$ cat config.mk
export PLATFORM = sky130hd
export DESIGN_NAME = moving_average_pressure_calibrator
export DESIGN_NICKNAME = d
export VERILOG_FILES = /design/src/hdl/mapc_pkg.sv /design/src/hdl/moving_average_pressure_calibrator.sv /design/src/hdl/mapc_cfg_regs.sv /design/src/hdl/mapc_window.sv /design/src/hdl/mapc_avg.sv /design/src/hdl/mapc_calib.sv
export SDC_FILE = /design/constraint.sdc
export NUM_CORES = 1
export LEC_CHECK = 0
export BUFFER_PORTS_ARGS = -buffer_cell sky130_fd_sc_hd__buf_2
export CAP_MARGIN = 20
export CORE_MARGIN = 3
export CORE_UTILIZATION = 30
export CTS_BUF_LIST = sky130_fd_sc_hd__clkbuf_8 sky130_fd_sc_hd__clkbuf_16
export CTS_CLUSTER_SIZE = 10
export DETAILED_ROUTE_END_ITERATION = 7
export SYNTH_ARGS = -nofsm -noshare
export SYNTH_HDL_FRONTEND = slang
export SYNTH_SLANG_ARGS = --single-unit
export TNS_END_PERCENT = 5
$ cat constraint.sdc
create_clock -name clk -period 15 [get_ports clk]
set_input_delay 1.5 -clock clk [delete_from_list [all_inputs] [get_ports clk]]
set_output_delay 1.5 -clock clk [all_outputs]
set_load 0.05 [all_outputs]
$ cat src/hdl/mapc_pkg.sv
// Shared types, widths and constants for the moving-average pressure calibrator.
// Used by every module under hdl; depends on nothing else.
package mapc_pkg;

    localparam int SAMPLE_W    = 12;
    localparam int OUT_W       = 14;
    localparam int GAIN_W      = 18;
    localparam int OFFSET_W    = 29;
    localparam int DB_W        = 8;
    localparam int PROD_W      = GAIN_W + SAMPLE_W;
    localparam int MAG_W       = PROD_W - 16 + 1;
    localparam int S_TDATA_W   = 16;
    localparam int M_TDATA_W   = 16;
    localparam int CFG_IDX_W   = 2;
    localparam int CFG_DATA_W  = 32;

    localparam int WINDOW_LENGTH_DEF = 30;

    localparam logic [GAIN_W-1:0]   GAIN_RST   = GAIN_W'(123575);
    localparam logic [OFFSET_W-1:0] OFFSET_RST = OFFSET_W'(173244416);
    localparam logic [DB_W-1:0]     DB_RST     = DB_W'(20);

    localparam logic [CFG_IDX_W-1:0] REG_GAIN   = 2'd0;
    localparam logic [CFG_IDX_W-1:0] REG_OFFSET = 2'd1;
    localparam logic [CFG_IDX_W-1:0] REG_DB     = 2'd2;

    localparam logic [MAG_W-1:0] OUT_POS_LIMIT = MAG_W'(8191);
    localparam logic [MAG_W-1:0] OUT_NEG_LIMIT = MAG_W'(8192);

    typedef struct packed {
        logic [GAIN_W-1:0]   gain_q16;
        logic [OFFSET_W-1:0] offset_q16;
        logic [DB_W-1:0]     dead_band;
    } cfg_t;

    // Width of the running sum of a window of full-scale samples.
    function automatic int sum_width(input int n);
        return $clog2(n * ((1 << SAMPLE_W) - 1) + 1);
    endfunction

endpackage

$ cat src/hdl/moving_average_pressure_calibrator.sv
// Moving-average pressure calibrator, top level. Depends on mapc_pkg and all mapc_* modules.
// Each accepted sample passes through the sum, average, product and result registers
// in that order. Throughput: one item per cycle; the four-stage
// pipeline only stalls when the result register is held by m_tready low.
// Reset: rst_n clears the sample window, running sum, valids and loads the
// default calibration; the block is ready to accept items as soon as reset is released.
module moving_average_pressure_calibrator #(
    parameter int WINDOW_LENGTH = mapc_pkg::WINDOW_LENGTH_DEF
) (
    input  logic                             clk,
    input  logic                             rst_n,
    input  logic                             s_tvalid,
    output logic                             s_tready,
    input  logic [mapc_pkg::S_TDATA_W-1:0]   s_tdata,   // [11:0] sample_mv
    output logic                             m_tvalid,
    input  logic                             m_tready,
    output logic [mapc_pkg::M_TDATA_W-1:0]   m_tdata,   // [13:0] pressure_pa
    input  logic                             cfg_valid,
    output logic                             cfg_ready,
    input  logic [mapc_pkg::CFG_IDX_W-1:0]   cfg_index,
    input  logic [mapc_pkg::CFG_DATA_W-1:0]  cfg_data
);
    import mapc_pkg::*;

    localparam int SUM_W = sum_width(WINDOW_LENGTH);

    cfg_t                cfg;
    logic [SUM_W-1:0]    sum;
    logic [SAMPLE_W-1:0] avg;
    logic [OUT_W-1:0]    pressure_pa;
    logic                sum_valid;
    logic                avg_valid;
    logic                prod_valid;
    logic                en_out;
    logic                en_prod;
    logic                en_avg;
    logic                en_sum;
    logic                accept;

    assign en_out   = !m_tvalid || m_tready;
    assign en_prod  = !prod_valid || en_out;
    assign en_avg   = !avg_valid || en_prod;
    assign en_sum   = !sum_valid || en_avg;
    assign s_tready = en_sum;
    assign accept   = s_tvalid && s_tready;
    assign m_tdata  = {{(M_TDATA_W-OUT_W){1'b0}}, pressure_pa};

    mapc_cfg_regs u_cfg_regs (
        .clk       (clk),
        .rst_n     (rst_n),
        .cfg_valid (cfg_valid),
        .cfg_ready (cfg_ready),
        .cfg_index (cfg_index),
        .cfg_data  (cfg_data),
        .cfg       (cfg)
    );

    mapc_window #(
        .WINDOW_LENGTH (WINDOW_LENGTH)
    ) u_window (
        .clk    (clk),
        .rst_n  (rst_n),
        .accept (accept),
        .en     (en_sum),
        .sample (s_tdata[SAMPLE_W-1:0]),
        .sum    (sum),
        .valid  (sum_valid)
    );

    mapc_avg #(
        .WINDOW_LENGTH (WINDOW_LENGTH)
    ) u_avg (
        .clk      (clk),
        .rst_n    (rst_n),
        .en       (en_avg),
        .in_valid (sum_valid),
        .sum      (sum),
        .avg      (avg),
        .valid    (avg_valid)
    );

    mapc_calib u_calib (
        .clk         (clk),
        .rst_n       (rst_n),
        .cfg         (cfg),
        .en_prod     (en_prod),
        .en_out      (en_out),
        .in_valid    (avg_valid),
        .avg         (avg),
        .prod_valid  (prod_valid),
        .out_valid   (m_tvalid),
        .pressure_pa (pressure_pa)
    );

`ifndef SYNTHESIS
    a_accept_fills_sum: assert property (@(posedge clk) disable iff (!rst_n)
        accept |=> sum_valid)
        else $error("accepted item did not reach the sum stage");

    a_stall_only_when_full: assert property (@(posedge clk) disable iff (!rst_n)
        !s_tready |-> (sum_valid && avg_valid && prod_valid && m_tvalid && !m_tready))
        else $error("input stalled with a free pipeline slot");

    a_prod_to_out: assert property (@(posedge clk) disable iff (!rst_n)
        (prod_valid && !m_tvalid) |=> m_tvalid)
        else $error("product stage did not move into empty result register");

    a_sum_range: assert property (@(posedge clk) disable iff (!rst_n)
        sum <= SUM_W'(WINDOW_LENGTH * ((1 << SAMPLE_W) - 1)))
        else $error("running sum exceeds full-scale window");
`endif

endmodule

$ cat src/hdl/mapc_cfg_regs.sv
// Calibration register file written through the configuration channel.
// Depends on mapc_pkg.
module mapc_cfg_regs (
    input  logic                            clk,
    input  logic                            rst_n,
    input  logic                            cfg_valid,
    output logic                            cfg_ready,
    input  logic [mapc_pkg::CFG_IDX_W-1:0]  cfg_index,
    input  logic [mapc_pkg::CFG_DATA_W-1:0] cfg_data,
    output mapc_pkg::cfg_t                  cfg
);
    import mapc_pkg::*;

    cfg_t cfg_reg;

    assign cfg_ready = 1'b1;
    assign cfg       = cfg_reg;

    always_ff @(posedge clk or negedge rst_n)
    begin
        if (!rst_n)
        begin
            cfg_reg.gain_q16   <= GAIN_RST;
            cfg_reg.offset_q16 <= OFFSET_RST;
            cfg_reg.dead_band  <= DB_RST;
        end
        else if (cfg_valid)
        begin
            case (cfg_index)
                REG_GAIN:   cfg_reg.gain_q16   <= cfg_data[GAIN_W-1:0];
                REG_OFFSET: cfg_reg.offset_q16 <= cfg_data[OFFSET_W-1:0];
                REG_DB:     cfg_reg.dead_band  <= cfg_data[DB_W-1:0];
                default:    ;
            endcase
        end
    end

endmodule

$ cat src/hdl/mapc_window.sv
// Sample shift line and running sum; the last tap is the oldest sample.
// Depends on mapc_pkg.
module mapc_window #(
    parameter int WINDOW_LENGTH = mapc_pkg::WINDOW_LENGTH_DEF
) (
    input  logic                                            clk,
    input  logic                                            rst_n,
    input  logic                                            accept,
    input  logic                                            en,
    input  logic [mapc_pkg::SAMPLE_W-1:0]                   sample,
    output logic [mapc_pkg::sum_width(WINDOW_LENGTH)-1:0]   sum,
    output logic                                            valid
);
    import mapc_pkg::*;

    localparam int SUM_W = sum_width(WINDOW_LENGTH);

    logic [SAMPLE_W-1:0] window_reg [WINDOW_LENGTH];
    logic [SUM_W-1:0]    sum_reg;
    logic [SUM_W-1:0]    sum_next;
    logic                valid_reg;

    assign sum_next = sum_reg - SUM_W'(window_reg[WINDOW_LENGTH-1]) + SUM_W'(sample);
    assign sum      = sum_reg;
    assign valid    = valid_reg;

    always_ff @(posedge clk or negedge rst_n)
    begin
        if (!rst_n)
        begin
            for (int i = 0; i < WINDOW_LENGTH; i++)
            begin
                window_reg[i] <= '0;
            end
            sum_reg   <= '0;
            valid_reg <= 1'b0;
        end
        else
        begin
            if (accept)
            begin
                window_reg[0] <= sample;
                for (int i = 1; i < WINDOW_LENGTH; i++)
                begin
                    window_reg[i] <= window_reg[i-1];
                end
                sum_reg <= sum_next;
            end
            if (en)
            begin
                valid_reg <= accept;
            end
        end
    end

endmodule

$ cat src/hdl/mapc_avg.sv
// Window average: running sum divided by the window length via reciprocal multiply.
// Depends on mapc_pkg.
module mapc_avg #(
    parameter int WINDOW_LENGTH = mapc_pkg::WINDOW_LENGTH_DEF
) (
    input  logic                                            clk,
    input  logic                                            rst_n,
    input  logic                                            en,
    input  logic                                            in_valid,
    input  logic [mapc_pkg::sum_width(WINDOW_LENGTH)-1:0]   sum,
    output logic [mapc_pkg::SAMPLE_W-1:0]                   avg,
    output logic                                            valid
);
    import mapc_pkg::*;

    localparam int SUM_W   = sum_width(WINDOW_LENGTH);
    localparam int SHIFT   = SUM_W + $clog2(WINDOW_LENGTH);
    localparam int RECIP_W = SUM_W + 1;
    localparam longint unsigned RECIP =
        ((64'd1 << SHIFT) + WINDOW_LENGTH - 1) / WINDOW_LENGTH;

    logic [SUM_W+RECIP_W-1:0] quot_full;
    logic [SAMPLE_W-1:0]      avg_reg;
    logic                     valid_reg;

    // Exact floor(sum / N) for every sum below 2^SUM_W.
    assign quot_full = (SUM_W+RECIP_W)'(sum) * (SUM_W+RECIP_W)'(RECIP_W'(RECIP));
    assign avg       = avg_reg;
    assign valid     = valid_reg;

    always_ff @(posedge clk or negedge rst_n)
    begin
        if (!rst_n)
        begin
            valid_reg <= 1'b0;
        end
        else if (en)
        begin
            valid_reg <= in_valid;
        end
    end

    always_ff @(posedge clk)
    begin
        if (en && in_valid)
        begin
            avg_reg <= quot_full[SHIFT +: SAMPLE_W];
        end
    end

endmodule

$ cat src/hdl/mapc_calib.sv
// Linear calibration: gain product, offset subtract, truncation toward zero,
// deadband and saturation into the result register. Depends on mapc_pkg.
module mapc_calib (
    input  logic                          clk,
    input  logic                          rst_n,
    input  mapc_pkg::cfg_t                cfg,
    input  logic                          en_prod,
    input  logic                          en_out,
    input  logic                          in_valid,
    input  logic [mapc_pkg::SAMPLE_W-1:0] avg,
    output logic                          prod_valid,
    output logic                          out_valid,
    output logic [mapc_pkg::OUT_W-1:0]    pressure_pa
);
    import mapc_pkg::*;

    logic [PROD_W-1:0] prod_reg;
    logic              prod_valid_reg;
    logic [OUT_W-1:0]  out_reg;
    logic              out_valid_reg;

    logic signed [PROD_W:0] diff;
    logic                   neg;
    logic [PROD_W:0]        abs_diff;
    logic [MAG_W-1:0]       mag;
    logic [OUT_W-1:0]       res_next;

    assign diff     = $signed({1'b0, prod_reg}) - $signed((PROD_W+1)'(cfg.offset_q16));
    assign neg      = diff[PROD_W];
    assign abs_diff = neg ? (PROD_W+1)'(-diff) : (PROD_W+1)'(diff);
    assign mag      = abs_diff[PROD_W:16];

    always_comb
    begin
        if (mag < MAG_W'(cfg.dead_band))
        begin
            res_next = '0;
        end
        else if (!neg)
        begin
            res_next = (mag > OUT_POS_LIMIT) ? OUT_W'(OUT_POS_LIMIT) : mag[OUT_W-1:0];
        end
        else
        begin
            res_next = (mag > OUT_NEG_LIMIT) ? OUT_W'(-OUT_NEG_LIMIT)
                                              : OUT_W'(-mag[OUT_W-1:0]);
        end
    end

    assign prod_valid  = prod_valid_reg;
    assign out_valid   = out_valid_reg;
    assign pressure_pa = out_reg;

    always_ff @(posedge clk or negedge rst_n)
    begin
        if (!rst_n)
        begin
            prod_valid_reg <= 1'b0;
            out_valid_reg  <= 1'b0;
        end
        else
        begin
            if (en_prod)
            begin
                prod_valid_reg <= in_valid;
            end
            if (en_out)
            begin
                out_valid_reg <= prod_valid_reg;
            end
        end
    end

    always_ff @(posedge clk)
    begin
        if (en_prod && in_valid)
        begin
            prod_reg <= PROD_W'(cfg.gain_q16) * PROD_W'(avg);
        end
        if (en_out && prod_valid_reg)
        begin
            out_reg <= res_next;
        end
    end

endmodule
==> flow_metrics.py <==
metrics = {
    "outcome": {
        "status": "complete, no violations",
    },
    "sta": {
        "slew_violations": 0,
        "hold_viol": 0,
        "grt_setup_unrepaired": "no",
        "finalWorstPathRequiredPeriod_ns": 6.65,
        "finalCritPeriodShare_pct": 44.4,
        "setup_tns_ns": 0,
        "fin_skew_ns": 0.0458,
        "finalSetupViolCount": 0,
        "worstMarginPinSlew_ns": 1.09,
        "slew-limit-headroom_pct": 27.1,
        "fmax_mhz": 150,
    },
    "drt": {
        "wirelength_mm": 57.5,
        "drcViolationCount": 0,
        "first_pass_iters": 5,
        "drt_iter0_drc": 702,
        "viasPerCell": 4.55,
        "vias": 18900,
        "routedWlPerCell_um": 13.9,
        "ant_nets": 0,
    },
    "synthesis": {
        "ys_async_sr_fraction_pct": 88.6,
        "syn_inst": 2718,
        "yosysTopAreaCell": "dfrtp_1",
        "synth_area_leaders": "dfrtp_1 (33%), mux2_2 (15%), fa_1 (13%), ha_1 (9.3%), edfxtp_1 (5.4%)",
        "avgSynthCellArea_um2": 11.5,
        "synth_edf_count": 56,
        "synth_flop_cell": "dfrtp_1",
        "synth_top_cell_area_share_pct": 33.2,
        "synth_area_um2": 31400,
        "ys_types": 78,
        "ys_warn_count": 0,
        "synth_seq_cells": 492,
        "yosysSeqAreaShare_pct": 40.2,
    },
    "cts": {
        "cts_tree": "built",
        "post_cts_buffers": 0,
        "cts_made_buffers": 60,
        "clk_latency_ns": 0.64,
        "ctsResizeCount": 0,
        "hold_buffers": 0,
        "ctsHtreeMaxLevel": 2,
        "cts_buffer_depth": 3,
        "clkSinkCount": 492,
        "clk_pin_slew_ns": 0.06,
        "cts_root_buffer": "clkbuf_16",
    },
    "floorplan": {
        "chipWidth_um": 329,
        "rows": 117,
        "pin_count": 74,
        "coreArea_um2": 103000,
        "die_y_um": 329,
        "start_util_pct": 30.5,
        "die_area_um2": 108000,
    },
    "final_layout": {
        "drive_gt1_share_pct": 21.8,
        "largest_reg_flops": 360,
        "syn_to_final_growth_pct": 11.4,
        "num_antenna_cells": 0,
        "nets": 3247,
        "fin_util_pct": 34.0,
        "finalInstanceArea_um2": 34900,
    },
    "grt": {
        "grt_pass1_wl_mm": 98.3,
        "grt_usage_pct": 10.9,
        "gr-total-overflow": 0,
        "grt_max_degree": 204,
        "antenna_found_initial": 0,
        "grt_pass1_vias": 19500,
    },
    "place": {
        "dpl-instance-area_um2": 33100,
        "numPortBuffers": 63,
        "place.gp.congestion": 0.822,
        "hpwlAfterDp_mm": 42.1,
    },
    "setup_path": {
        "worstPathRequired_ns": 15.37,
        "critPathLaunchType": "flip-flop",
        "rrSetupSlack_ns": 8.35,
        "crit_path_max_fanout": 18,
        "cp.arrival_ns": 7.02,
        "cp-end-kind": "flip-flop",
        "criticalPathCategory": "reg -> reg",
    },
    "flow_run": {
        "cap_violations": 0,
    },
    "worst_hold_path": {
        "hold_class": "reg -> reg",
    },
}
cells by family (layout without fill, tap and decap cells):
family	Yosys count	after routing	synth area share [%]
other	2	3	0.0239
buffers and inverters	492	553	6.01
flip-flops	492	492	40.2
XOR/XNOR	79	79	2.23
multiplexers	408	408	14.6
adder cells (fa/ha/maj)	442	442	22.6
AND/OR/NAND/NOR	506	506	7.94
AO/OA/AOI/OAI	297	297	6.28
synth_stat cells, types with 8 or more instances:
cell      count
ha_1        233
mux2_2      405
o211ai_1      8
a31oi_1      11
nor2b_1      13
nand3_1      27
dfrtp_1     416
a211oi_1     13
a21o_1       33
o21bai_1      9
o31ai_1      13
nand2b_1     16
xnor2_1      57
o21a_1       14
fa_1        209
nor2_1       59
nor3_1       29
nand2_1     221
xor2_1       21
and3_1       11
a21oi_1      73
o21ai_0      72
edfxtp_1     56
dfstp_2      20
clkbuf_1     93
and2_1       82
inv_1       387
final timing paths:
check / startpoint / end / cells after the start
min reg2reg: u_window.window_reg[331] / u_window.window_reg[319] / 1
min: u_window.window_reg[331] / u_window.window_reg[319] / 1
min in group asynchronous: rst_n / u_window.window_reg[203] / 1
max in group asynchronous: rst_n / u_cfg_regs.cfg[40] / 4
max reg2reg: u_avg.avg[5] / u_calib.prod_reg[28] / 20
max: u_avg.avg[5] / u_calib.prod_reg[28] / 20
per-stage QoR:
| stage | setup WS, ns | cells | hold slack [ns] |
|---|---|---|---|
| CTS | 8.31 | 4147 | 0.458 |
| finish | 8.35 | 4148 | 0.467 |
| global route | 7.98 | 4148 | 0.492 |
| detailed placement | 8.29 | 4055 | 0.467 |
| floorplan | 9.02 | 2719 | 0.446 |
| global placement | 8.34 | 4055 | 0.459 |
placed cells by master (no fill, tap or decap), types with 21 or more instances in the layout:
cell | Yosys | layout
xor2_1 | 21 | 21
nand2_1 | 221 | 220
xnor2_1 | 57 | 57
a21oi_1 | 73 | 73
clkbuf_16 | 0 | 62
fa_1 | 209 | 209
o21ai_0 | 72 | 72
a21o_1 | 33 | 33
and2_1 | 82 | 82
inv_1 | 387 | 403
edfxtp_1 | 56 | 56
nand3_1 | 27 | 27
buf_2 | 3 | 62
mux2_2 | 405 | 405
nor2_1 | 59 | 59
ha_1 | 233 | 233
dfrtp_1 | 416 | 416
nor3_1 | 29 | 29
worst max-delay path, cell delays in order (launching register included):
cell and delay (ns):
edfxtp_1 0.79, nand2_1 0.17, fa_1 0.59, fa_1 0.44
fa_1 0.49, inv_1 0.05, fa_1 0.54, inv_1 0.06
fa_1 0.54, inv_1 0.04, ha_1 0.35, a21o_1 0.17
a31o_2 0.22, a41o_1 0.26, o41ai_1 0.75, o211ai_1 0.27
nand3_1 0.12, nand3_1 0.12, nor4_1 0.20, nor3_1 0.09
xor2_1 0.15
layout make-up:
class                   count  area [um^2]
clock buffers              65         1590
clock inverters            27          228
fillers                 10300        67800
inverters                 387         1450
multi-input cells        1735        16900
flip-flops and latches    492        12600
well taps                1368         1710
repair buffers             74          453
metal layers:
metal	share of wire [%]	up-vias	global-route usage (%)	wire length, um
li1	-	9099	-	-
met1	48	9493	14.9	27500
met2	47	235	18.0	27000
met3	3.7	59	1.90	2110
met4	1.5	0	2.39	873
met5	0	-	0	0
Power is left out: the tool's default activity adds up to more than one toggle a clock period on the data nets, which glitch-free logic cannot reach.
